==> src/rtl/pid_with_integral_clamp_macros.svh <==
// ----------------------------------------------------------------------------
// pid_with_integral_clamp assertion macros
// shared concurrent assertion forms, compiled out with NO_ASSERTIONS
// ----------------------------------------------------------------------------
`ifndef PID_WITH_INTEGRAL_CLAMP_MACROS_SVH
`define PID_WITH_INTEGRAL_CLAMP_MACROS_SVH

`ifndef NO_ASSERTIONS

// condition holds at every edge out of reset
`define PWIC_ASSERT(label, clk, rstn, expr) \
    label: assert property (@(posedge clk) disable iff (!(rstn)) (expr)) \
        else $error("pid_with_integral_clamp assertion failed");

// antecedent implies consequent in the same cycle
`define PWIC_ASSERT_IMPL(label, clk, rstn, ante, cons) \
    label: assert property (@(posedge clk) disable iff (!(rstn)) (ante) |-> (cons)) \
        else $error("pid_with_integral_clamp assertion failed");

// antecedent implies consequent in the next cycle
`define PWIC_ASSERT_NEXT(label, clk, rstn, ante, cons) \
    label: assert property (@(posedge clk) disable iff (!(rstn)) (ante) |=> (cons)) \
        else $error("pid_with_integral_clamp assertion failed");

`else

`define PWIC_ASSERT(label, clk, rstn, expr)
`define PWIC_ASSERT_IMPL(label, clk, rstn, ante, cons)
`define PWIC_ASSERT_NEXT(label, clk, rstn, ante, cons)

`endif

`endif

==> src/rtl/pwic_pkg.sv <==
// ----------------------------------------------------------------------------
// pwic_pkg
// types and constants shared by the pid controller modules
// ----------------------------------------------------------------------------
`default_nettype none

package pwic_pkg;

    localparam int CFG_IDX_W = 3;

    // register indexes
    localparam logic [CFG_IDX_W-1:0] REG_GAIN_P      = 3'd0;
    localparam logic [CFG_IDX_W-1:0] REG_GAIN_I      = 3'd1;
    localparam logic [CFG_IDX_W-1:0] REG_GAIN_D      = 3'd2;
    localparam logic [CFG_IDX_W-1:0] REG_STEP_TIME   = 3'd3;
    localparam logic [CFG_IDX_W-1:0] REG_STEP_RATE   = 3'd4;
    localparam logic [CFG_IDX_W-1:0] REG_WRAP_ENABLE = 3'd5;

    // register reset values
    localparam logic [30:0] STEP_TIME_RST = 31'd655;
    localparam logic [30:0] STEP_RATE_RST = 31'd6553600;

    // q16.16 constants
    localparam logic signed [31:0] S32_MAX         = 32'sh7FFF_FFFF;
    localparam logic signed [31:0] S32_MIN         = 32'sh8000_0000;
    localparam logic signed [31:0] INTEG_LIMIT     = 32'sd6553600;
    localparam logic signed [31:0] NEG_INTEG_LIMIT = -32'sd6553600;
    localparam logic signed [31:0] HALF_TURN       = 32'sd11796480;
    localparam logic signed [31:0] NEG_HALF_TURN   = -32'sd11796480;
    localparam logic signed [32:0] FULL_TURN       = 33'sd23592960;

    typedef struct packed {
        logic signed [31:0] gain_p;
        logic signed [31:0] gain_i;
        logic signed [31:0] gain_d;
        logic [30:0]        step_time;
        logic [30:0]        step_rate;
        logic               wrap_enable;
    } pwic_cfg_t;

    typedef enum logic [2:0] {
        ST_IDLE,
        ST_ERR,
        ST_MUL_I,
        ST_MUL_D,
        ST_MUL_P,
        ST_MUL_II,
        ST_MUL_DD,
        ST_SUM
    } pwic_state_t;

    typedef enum logic [2:0] {
        MS_ERR_TIME,
        MS_DIFF_RATE,
        MS_GP_ERR,
        MS_GI_INT,
        MS_GD_DER
    } pwic_mul_sel_t;

    typedef struct packed {
        logic          load_in;
        logic          err_en;
        logic          mul_en;
        pwic_mul_sel_t mul_sel;
        logic          integ_en;
        logic          deriv_en;
        logic          acc_init;
        logic          acc_add;
        logic          out_load;
    } pwic_cmd_t;

    typedef struct packed {
        logic out_free;
    } pwic_status_t;

endpackage

`default_nettype wire

==> src/rtl/pwic_regs.sv <==
// ----------------------------------------------------------------------------
// pwic_regs
// configuration register file written through the cfg channel
// ----------------------------------------------------------------------------
`default_nettype none

module pwic_regs (
    input  wire logic                            aclk,
    input  wire logic                            aresetn,
    input  wire logic                            cfg_valid,
    output logic                                 cfg_ready,
    input  wire logic [pwic_pkg::CFG_IDX_W-1:0]  cfg_index,
    input  wire logic [31:0]                     cfg_data,
    output pwic_pkg::pwic_cfg_t                  cfg
);
    import pwic_pkg::*;

    pwic_cfg_t cfg_reg;
    pwic_cfg_t cfg_next;

    assign cfg_ready = 1'b1;
    assign cfg       = cfg_reg;

    always_comb begin
        cfg_next = cfg_reg;
        if (cfg_valid) begin
            unique case (cfg_index)
                REG_GAIN_P:      cfg_next.gain_p      = $signed(cfg_data);
                REG_GAIN_I:      cfg_next.gain_i      = $signed(cfg_data);
                REG_GAIN_D:      cfg_next.gain_d      = $signed(cfg_data);
                REG_STEP_TIME:   cfg_next.step_time   = cfg_data[30:0];
                REG_STEP_RATE:   cfg_next.step_rate   = cfg_data[30:0];
                REG_WRAP_ENABLE: cfg_next.wrap_enable = cfg_data[0];
                default:         cfg_next = cfg_reg;
            endcase
        end
    end

    always_ff @(posedge aclk) begin
        if (!aresetn) begin
            cfg_reg.gain_p      <= '0;
            cfg_reg.gain_i      <= '0;
            cfg_reg.gain_d      <= '0;
            cfg_reg.step_time   <= STEP_TIME_RST;
            cfg_reg.step_rate   <= STEP_RATE_RST;
            cfg_reg.wrap_enable <= 1'b0;
        end else begin
            cfg_reg <= cfg_next;
        end
    end

endmodule

`default_nettype wire

==> src/rtl/pwic_ctrl.sv <==
// ----------------------------------------------------------------------------
// pwic_ctrl
// sequencer that steps the shared multiplier through one update
// ----------------------------------------------------------------------------
`default_nettype none

`include "pid_with_integral_clamp_macros.svh"

module pwic_ctrl (
    input  wire logic                  aclk,
    input  wire logic                  aresetn,
    input  wire logic                  in_valid,
    output logic                       in_ready,
    input  wire pwic_pkg::pwic_status_t status,
    output pwic_pkg::pwic_cmd_t        cmd
);
    import pwic_pkg::*;

    pwic_state_t state_reg;
    pwic_state_t state_next;

    assign in_ready = (state_reg == ST_IDLE);

    always_comb begin
        state_next = state_reg;
        unique case (state_reg)
            ST_IDLE:   if (in_valid) state_next = ST_ERR;
            ST_ERR:    state_next = ST_MUL_I;
            ST_MUL_I:  state_next = ST_MUL_D;
            ST_MUL_D:  state_next = ST_MUL_P;
            ST_MUL_P:  state_next = ST_MUL_II;
            ST_MUL_II: state_next = ST_MUL_DD;
            ST_MUL_DD: state_next = ST_SUM;
            ST_SUM:    if (status.out_free) state_next = ST_IDLE;
            default:   state_next = ST_IDLE;
        endcase
    end

    always_comb begin
        cmd         = '0;
        cmd.mul_sel = MS_ERR_TIME;
        unique case (state_reg)
            ST_IDLE: cmd.load_in = in_valid;
            ST_ERR:  cmd.err_en  = 1'b1;
            ST_MUL_I: begin
                cmd.mul_en  = 1'b1;
                cmd.mul_sel = MS_ERR_TIME;
            end
            ST_MUL_D: begin
                cmd.mul_en   = 1'b1;
                cmd.mul_sel  = MS_DIFF_RATE;
                cmd.integ_en = 1'b1;
            end
            ST_MUL_P: begin
                cmd.mul_en   = 1'b1;
                cmd.mul_sel  = MS_GP_ERR;
                cmd.deriv_en = 1'b1;
            end
            ST_MUL_II: begin
                cmd.mul_en   = 1'b1;
                cmd.mul_sel  = MS_GI_INT;
                cmd.acc_init = 1'b1;
            end
            ST_MUL_DD: begin
                cmd.mul_en  = 1'b1;
                cmd.mul_sel = MS_GD_DER;
                cmd.acc_add = 1'b1;
            end
            ST_SUM:  cmd.out_load = status.out_free;
            default: cmd = '0;
        endcase
    end

    always_ff @(posedge aclk) begin
        if (!aresetn) begin
            state_reg <= ST_IDLE;
        end else begin
            state_reg <= state_next;
        end
    end

    `PWIC_ASSERT_NEXT(a_one_item_at_a_time, aclk, aresetn, in_valid && in_ready, !in_ready)
    `PWIC_ASSERT_NEXT(a_sum_holds_on_stall, aclk, aresetn,
        (state_reg == ST_SUM) && !status.out_free, state_reg == ST_SUM)

endmodule

`default_nettype wire

==> src/rtl/pwic_dp.sv <==
// ----------------------------------------------------------------------------
// pwic_dp
// pid datapath: error, shared multiplier, integral, derivative, output register
// ----------------------------------------------------------------------------
`default_nettype none

`include "pid_with_integral_clamp_macros.svh"

module pwic_dp (
    input  wire logic                  aclk,
    input  wire logic                  aresetn,
    input  wire pwic_pkg::pwic_cfg_t   cfg,
    input  wire pwic_pkg::pwic_cmd_t   cmd,
    output pwic_pkg::pwic_status_t     status,
    input  wire logic signed [31:0]    setpoint,
    input  wire logic signed [31:0]    measured,
    output logic                       out_valid,
    input  wire logic                  out_ready,
    output logic signed [31:0]         drive
);
    import pwic_pkg::*;

    logic signed [31:0] sp_reg, ms_reg;
    logic signed [31:0] err_reg, err_next;
    logic signed [31:0] integ_reg, integ_next;
    logic signed [31:0] last_err_reg;
    logic signed [31:0] deriv_reg, deriv_next;
    logic signed [63:0] prod_reg;
    logic signed [49:0] acc_reg, acc_next;
    logic               out_valid_reg, out_valid_next;
    logic signed [31:0] out_data_reg, out_data_next;

    logic signed [32:0] diff;
    logic signed [31:0] err_sat;
    logic signed [32:0] err_fold;
    logic signed [32:0] mul_a, mul_b;
    logic signed [65:0] product;
    logic signed [47:0] prod_q;
    logic signed [48:0] integ_sum;
    logic signed [49:0] sum_fin;

    assign status.out_free = !out_valid_reg || out_ready;
    assign out_valid       = out_valid_reg;
    assign drive           = out_data_reg;

    // error with saturation and optional single fold
    always_comb begin
        diff    = {sp_reg[31], sp_reg} - {ms_reg[31], ms_reg};
        err_sat = (diff[32] != diff[31]) ? (diff[32] ? S32_MIN : S32_MAX) : diff[31:0];
        err_fold = {err_sat[31], err_sat};
        if (cfg.wrap_enable) begin
            if (err_sat > HALF_TURN) begin
                err_fold = {err_sat[31], err_sat} - FULL_TURN;
            end else if (err_sat < NEG_HALF_TURN) begin
                err_fold = {err_sat[31], err_sat} + FULL_TURN;
            end
        end
        err_next = err_fold[31:0];
    end

    // shared multiplier operand select
    always_comb begin
        unique case (cmd.mul_sel)
            MS_ERR_TIME: begin
                mul_a = 33'(err_reg);
                mul_b = $signed({2'b00, cfg.step_time});
            end
            MS_DIFF_RATE: begin
                mul_a = 33'(err_reg) - 33'(last_err_reg);
                mul_b = $signed({2'b00, cfg.step_rate});
            end
            MS_GP_ERR: begin
                mul_a = 33'(cfg.gain_p);
                mul_b = 33'(err_reg);
            end
            MS_GI_INT: begin
                mul_a = 33'(cfg.gain_i);
                mul_b = 33'(integ_reg);
            end
            MS_GD_DER: begin
                mul_a = 33'(cfg.gain_d);
                mul_b = 33'(deriv_reg);
            end
            default: begin
                mul_a = '0;
                mul_b = '0;
            end
        endcase
        product = mul_a * mul_b;
    end

    // floor of the registered product by 2^16
    assign prod_q = $signed(prod_reg[63:16]);

    always_comb begin
        integ_sum = 49'(integ_reg) + 49'(prod_q);
        if (integ_sum > 49'(INTEG_LIMIT)) begin
            integ_next = INTEG_LIMIT;
        end else if (integ_sum < 49'(NEG_INTEG_LIMIT)) begin
            integ_next = NEG_INTEG_LIMIT;
        end else begin
            integ_next = integ_sum[31:0];
        end

        if (prod_q > 48'(S32_MAX)) begin
            deriv_next = S32_MAX;
        end else if (prod_q < 48'(S32_MIN)) begin
            deriv_next = S32_MIN;
        end else begin
            deriv_next = prod_q[31:0];
        end

        acc_next = acc_reg;
        if (cmd.acc_init) begin
            acc_next = 50'(prod_q);
        end else if (cmd.acc_add) begin
            acc_next = acc_reg + 50'(prod_q);
        end

        sum_fin = acc_reg + 50'(prod_q);
        if (sum_fin > 50'(S32_MAX)) begin
            out_data_next = S32_MAX;
        end else if (sum_fin < 50'(S32_MIN)) begin
            out_data_next = S32_MIN;
        end else begin
            out_data_next = sum_fin[31:0];
        end

        out_valid_next = out_valid_reg;
        if (cmd.out_load) begin
            out_valid_next = 1'b1;
        end else if (out_ready) begin
            out_valid_next = 1'b0;
        end
    end

    // controller state: integral, previous error, output valid
    always_ff @(posedge aclk) begin
        if (!aresetn) begin
            integ_reg     <= '0;
            last_err_reg  <= '0;
            out_valid_reg <= 1'b0;
        end else begin
            if (cmd.integ_en) integ_reg <= integ_next;
            if (cmd.deriv_en) last_err_reg <= err_reg;
            out_valid_reg <= out_valid_next;
        end
    end

    // payload registers
    always_ff @(posedge aclk) begin
        if (cmd.load_in) begin
            sp_reg <= setpoint;
            ms_reg <= measured;
        end
        if (cmd.err_en)   err_reg   <= err_next;
        if (cmd.mul_en)   prod_reg  <= $signed(product[63:0]);
        if (cmd.deriv_en) deriv_reg <= deriv_next;
        acc_reg <= acc_next;
        if (cmd.out_load) out_data_reg <= out_data_next;
    end

    `PWIC_ASSERT(a_integ_bound, aclk, aresetn,
        (integ_reg <= INTEG_LIMIT) && (integ_reg >= NEG_INTEG_LIMIT))
    `PWIC_ASSERT_IMPL(a_load_only_when_free, aclk, aresetn, cmd.out_load,
        !out_valid_reg || out_ready)

endmodule

`default_nettype wire

==> src/rtl/pid_with_integral_clamp.sv <==
// a result is presented once its input transaction has passed the sequencer steps:
//   accept, error, five passes through the one shared 33x33 multiplier and the
//   final sum, which stalls until the output register is free, one item at a time
// a finished result waits in the output register while the next item is taken
// reset: synchronous active-low aresetn returns the config and state registers to their reset
//   values and clears integral, previous error and output valid at once
// ----------------------------------------------------------------------------
// pid_with_integral_clamp
// single-axis q16.16 pid controller with clamped integral and optional yaw wrap
// ----------------------------------------------------------------------------
`default_nettype none

module pid_with_integral_clamp (
    input  wire logic                            aclk,
    input  wire logic                            aresetn,
    // input stream
    input  wire logic                            s_tvalid,
    output logic                                 s_tready,
    input  wire logic [63:0]                     s_tdata,   // [31:0] setpoint, [63:32] measured
    // result stream
    output logic                                 m_tvalid,
    input  wire logic                            m_tready,
    output logic [31:0]                          m_tdata,   // [31:0] drive
    // configuration write channel
    input  wire logic                            cfg_valid,
    output logic                                 cfg_ready,
    input  wire logic [pwic_pkg::CFG_IDX_W-1:0]  cfg_index,
    input  wire logic [31:0]                     cfg_data
);
    import pwic_pkg::*;

    pwic_cfg_t          cfg;
    pwic_cmd_t          cmd;
    pwic_status_t       status;
    logic signed [31:0] drive;

    // register file: gains, step time, step rate, wrap enable
    pwic_regs u_regs (
        .aclk      (aclk),
        .aresetn   (aresetn),
        .cfg_valid (cfg_valid),
        .cfg_ready (cfg_ready),
        .cfg_index (cfg_index),
        .cfg_data  (cfg_data),
        .cfg       (cfg)
    );

    // sequencer: takes one transaction, then steps the datapath
    pwic_ctrl u_ctrl (
        .aclk     (aclk),
        .aresetn  (aresetn),
        .in_valid (s_tvalid),
        .in_ready (s_tready),
        .status   (status),
        .cmd      (cmd)
    );

    // datapath: error, shared multiplier, integral clamp, derivative, output reg
    pwic_dp u_dp (
        .aclk      (aclk),
        .aresetn   (aresetn),
        .cfg       (cfg),
        .cmd       (cmd),
        .status    (status),
        .setpoint  ($signed(s_tdata[31:0])),
        .measured  ($signed(s_tdata[63:32])),
        .out_valid (m_tvalid),
        .out_ready (m_tready),
        .drive     (drive)
    );

    assign m_tdata = drive;

endmodule

`default_nettype wire
==> config.mk <==
export PLATFORM = sky130hd
export DESIGN_NAME = pid_with_integral_clamp
export DESIGN_NICKNAME = d
export VERILOG_FILES = /design/src/rtl/pwic_pkg.sv /design/src/rtl/pwic_regs.sv /design/src/rtl/pwic_ctrl.sv /design/src/rtl/pwic_dp.sv /design/src/rtl/pid_with_integral_clamp.sv
export VERILOG_INCLUDE_DIRS = /design/src /design/src/rtl
export SDC_FILE = /design/constraint.sdc
export NUM_CORES = 2
export LEC_CHECK = 0
export ABC_AREA = 1
export BUFFER_PORTS_ARGS = -buffer_cell sky130_fd_sc_hd__buf_2
export CORE_ASPECT_RATIO = 1.25
export CORE_MARGIN = 3
export CORE_UTILIZATION = 66
export DETAILED_ROUTE_END_ITERATION = 10
export PLACE_DENSITY_LB_ADDON = 0.12
export REMOVE_ABC_BUFFERS = 1
export SYNTH_ARGS = -nofsm -noshare
export SYNTH_HDL_FRONTEND = slang
export SYNTH_SLANG_ARGS = --single-unit
==> constraint.sdc <==
create_clock -name aclk -period 10.8 [get_ports aclk]
set_input_delay 1.08 -clock aclk [delete_from_list [all_inputs] [get_ports aclk]]
set_output_delay 1.08 -clock aclk [all_outputs]
set_load 0.02 [all_outputs]
==> reports/metrics.yaml <==
slew_violations: 0
worstMarginPinSlew_ps: 1226
hold_ws_ps: 454.2
netlist_area_mm2: 0.07010
synth_edf_count: 258
num_vias: 63639
avgViaCountPerCell: 6.038
end_kind: "flop"
layout_setup_ws_ps: 163.6
cts_made_buffers: 51
cts_sinks: 485
drt_iter0_markers: 7861
ys_warn_count: 0
cp.arrival_ps: 11020
worstPathRequired_ps: 11180
antenna_left: 0
synthCells: 9013
grt_start_max_net_pins: 120
synth.ff_latch_count: 485
clk_pin_slew_ps: 60
drcViolationCount: 0
start_kind: "flop"
rows: 133
fillers: 8416
status: "complete, no violations"
setup_viol: 0
synth_cell_type_count: 70
syn2layout_area_growth_pct: 6.210
worst-path-max-fanout: 62
die_h_um: 370.4
hold_viol_final: 0
synth_top_area_share: 0.3221
fp.dieW_um: 297.5
fin_setup_tns_ps: 0
max-clock-path-buffers: 3
routed_wirelength_um: 255000
gp_congestion: 1.084
crit_path_top_delay_cell: "clkinv_1"
max_cap_viol_count: 0
initial_core_util: 0.6655
final_common_cell: "nand2_1"
globalRouteTotalUtil: 0.4630
ios: 139
grt_pass1_vias: 64517
clock-root-buffer: "clkbuf_16"
criticalPathCategory: "reg -> reg"
hold_class: "reg -> reg"
firstDrtPassIters: 9
grt_remaining_overflow: 0
finClkSkew_ps: 60.74
synthArstFlopShare: 0
cts_tree: "done"
nets: 10674
dp_hpwl_um: 202000
ys_top_cells_by_area: "fa_1, edfxtp_1, nand2_1"
layout-drive-gt1-share: 0.06225
die_area_mm2: 0.1102
final_cell_mix: "nand2_1, inv_1, fa_1, nor2_1, a21oi_1"
wire_per_inst_um: 24.19
period_needed_ps: 10640
max_freq_mhz: 94.02
grt_pass1_wl_um: 382300
antenna_found_initial: 18
synth-main-ff-cell: "edfxtp_1"
rsz0062_at_grt: "no"
postCtsHoldBufs: 0
coreArea_mm2: 0.1053
htree_levels: 2
clk-insertion-delay-late_ps: 650
port_buffers: 137
yosysSeqAreaShare: 0.1754
fin_crit_sh: 0.9849
critPathMaxStageDelay_ps: 640
largest_reg_flops: 159
post-place-ws_ps: 302.8
slew_headroom: 0.1797
synth_area_per_cell_um2: 7.777
yosysTopAreaCell: "fa_1"
==> worst max-delay path, delay by kind of cell, from the launching register on <==
kind | cells | cell delay (ps)
xor+xnor | 1 | 330
compound gates | 1 | 210
buf+inv | 12 | 2030
flops | 1 | 390
simple gates | 15 | 2730
fa+ha+maj | 10 | 4650
==> per-layer routing <==
layer	global-route usage	up-vias	wire, um
met3	0.1564	1267	34580
li1	-	27610	-
met1	0.5458	30350	85370
met2	0.7045	4408	109500
met5	0	-	37
met4	0.3476	4	25500
==> cell families after synthesis <==
group / after synthesis / synth area share
AOI/OAI and AO/OA: 1110 / 0.08805
xor gates and xnor gates: 152 / 0.01899
adders and majority gates: 1505 / 0.3894
buffers and inverters: 2215 / 0.1213
DFF: 485 / 0.1754
other: 1 / 0.00005350
and+or+nand+nor: 3545 / 0.2068
==> worst paths after layout <==
check | from | endpoint | slack [ps] | depth (start not counted)
worst min register to register | u_regs.cfg[13]$_SDFFE_PN0P_ | u_regs.cfg[13]$_SDFFE_PN0P_ | 450 | 2
worst max register to register | u_ctrl.state_reg[1]$_SDFFE_PN0P_ | u_dp.prod_reg[54]$_DFFE_PN_ | 160 | 39
worst min-delay path | u_regs.cfg[13]$_SDFFE_PN0P_ | u_regs.cfg[13]$_SDFFE_PN0P_ | 450 | 2
worst max-delay path | u_ctrl.state_reg[1]$_SDFFE_PN0P_ | u_dp.prod_reg[54]$_DFFE_PN_ | 160 | 39
==> repair_timing <==
action	4_1_cts	5_1_grt
setup buffers	0	5
resized for setup	0	16
endpoints found under the setup margin	0	21
==> cell type report <==
class                           count  area (um2)  share of cell area
Clock inverter                     29       386.6            0.005193
Antenna cell                       14       35.03           0.0004706
Sequential cell                   485       12290              0.1651
Clock buffer                       67        1410             0.01894
Inverter                         1914        7218             0.09695
Multi-Input combinational cell   6313       49420              0.6638
Tap cell                         1417        1773             0.02381
Timing Repair Buffer              300        1912             0.02568
==> synthesized netlist by cell type, types with 16 or more instances <==
cell      count
a21o_1       23
a21oi_1     452
a21oi_2      17
a221oi_1     31
a31oi_1      22
buf_1        22
buf_2        53
clkbuf_1    208
clkinv_1     17
dfxtp_1     227
edfxtp_1    258
fa_1       1128
ha_1        377
inv_1      1855
inv_2        38
nand2_1    2025
nand2_2      33
nand3_1     226
nand4_1      75
nor2_1     1030
nor3_1       42
nor4_1       23
o21ai_0     428
o21ai_1      16
o21bai_1     18
o22ai_1      16
xnor2_1      55
xor2_1       97
==> through the flow <==
stage	utilization	instance area, um2	instances
after floorplan	-	68790	8712
final	0.7068	74450	10539
after global routing	0.7065	74420	10526
after detailed placement	0.6886	72530	10424
after CTS	0.7056	74330	10520
after global placement	0.6886	72530	10424
Power is not shown: default switching activity piles up to over one toggle a cycle in this logic, so the estimate is an artifact.
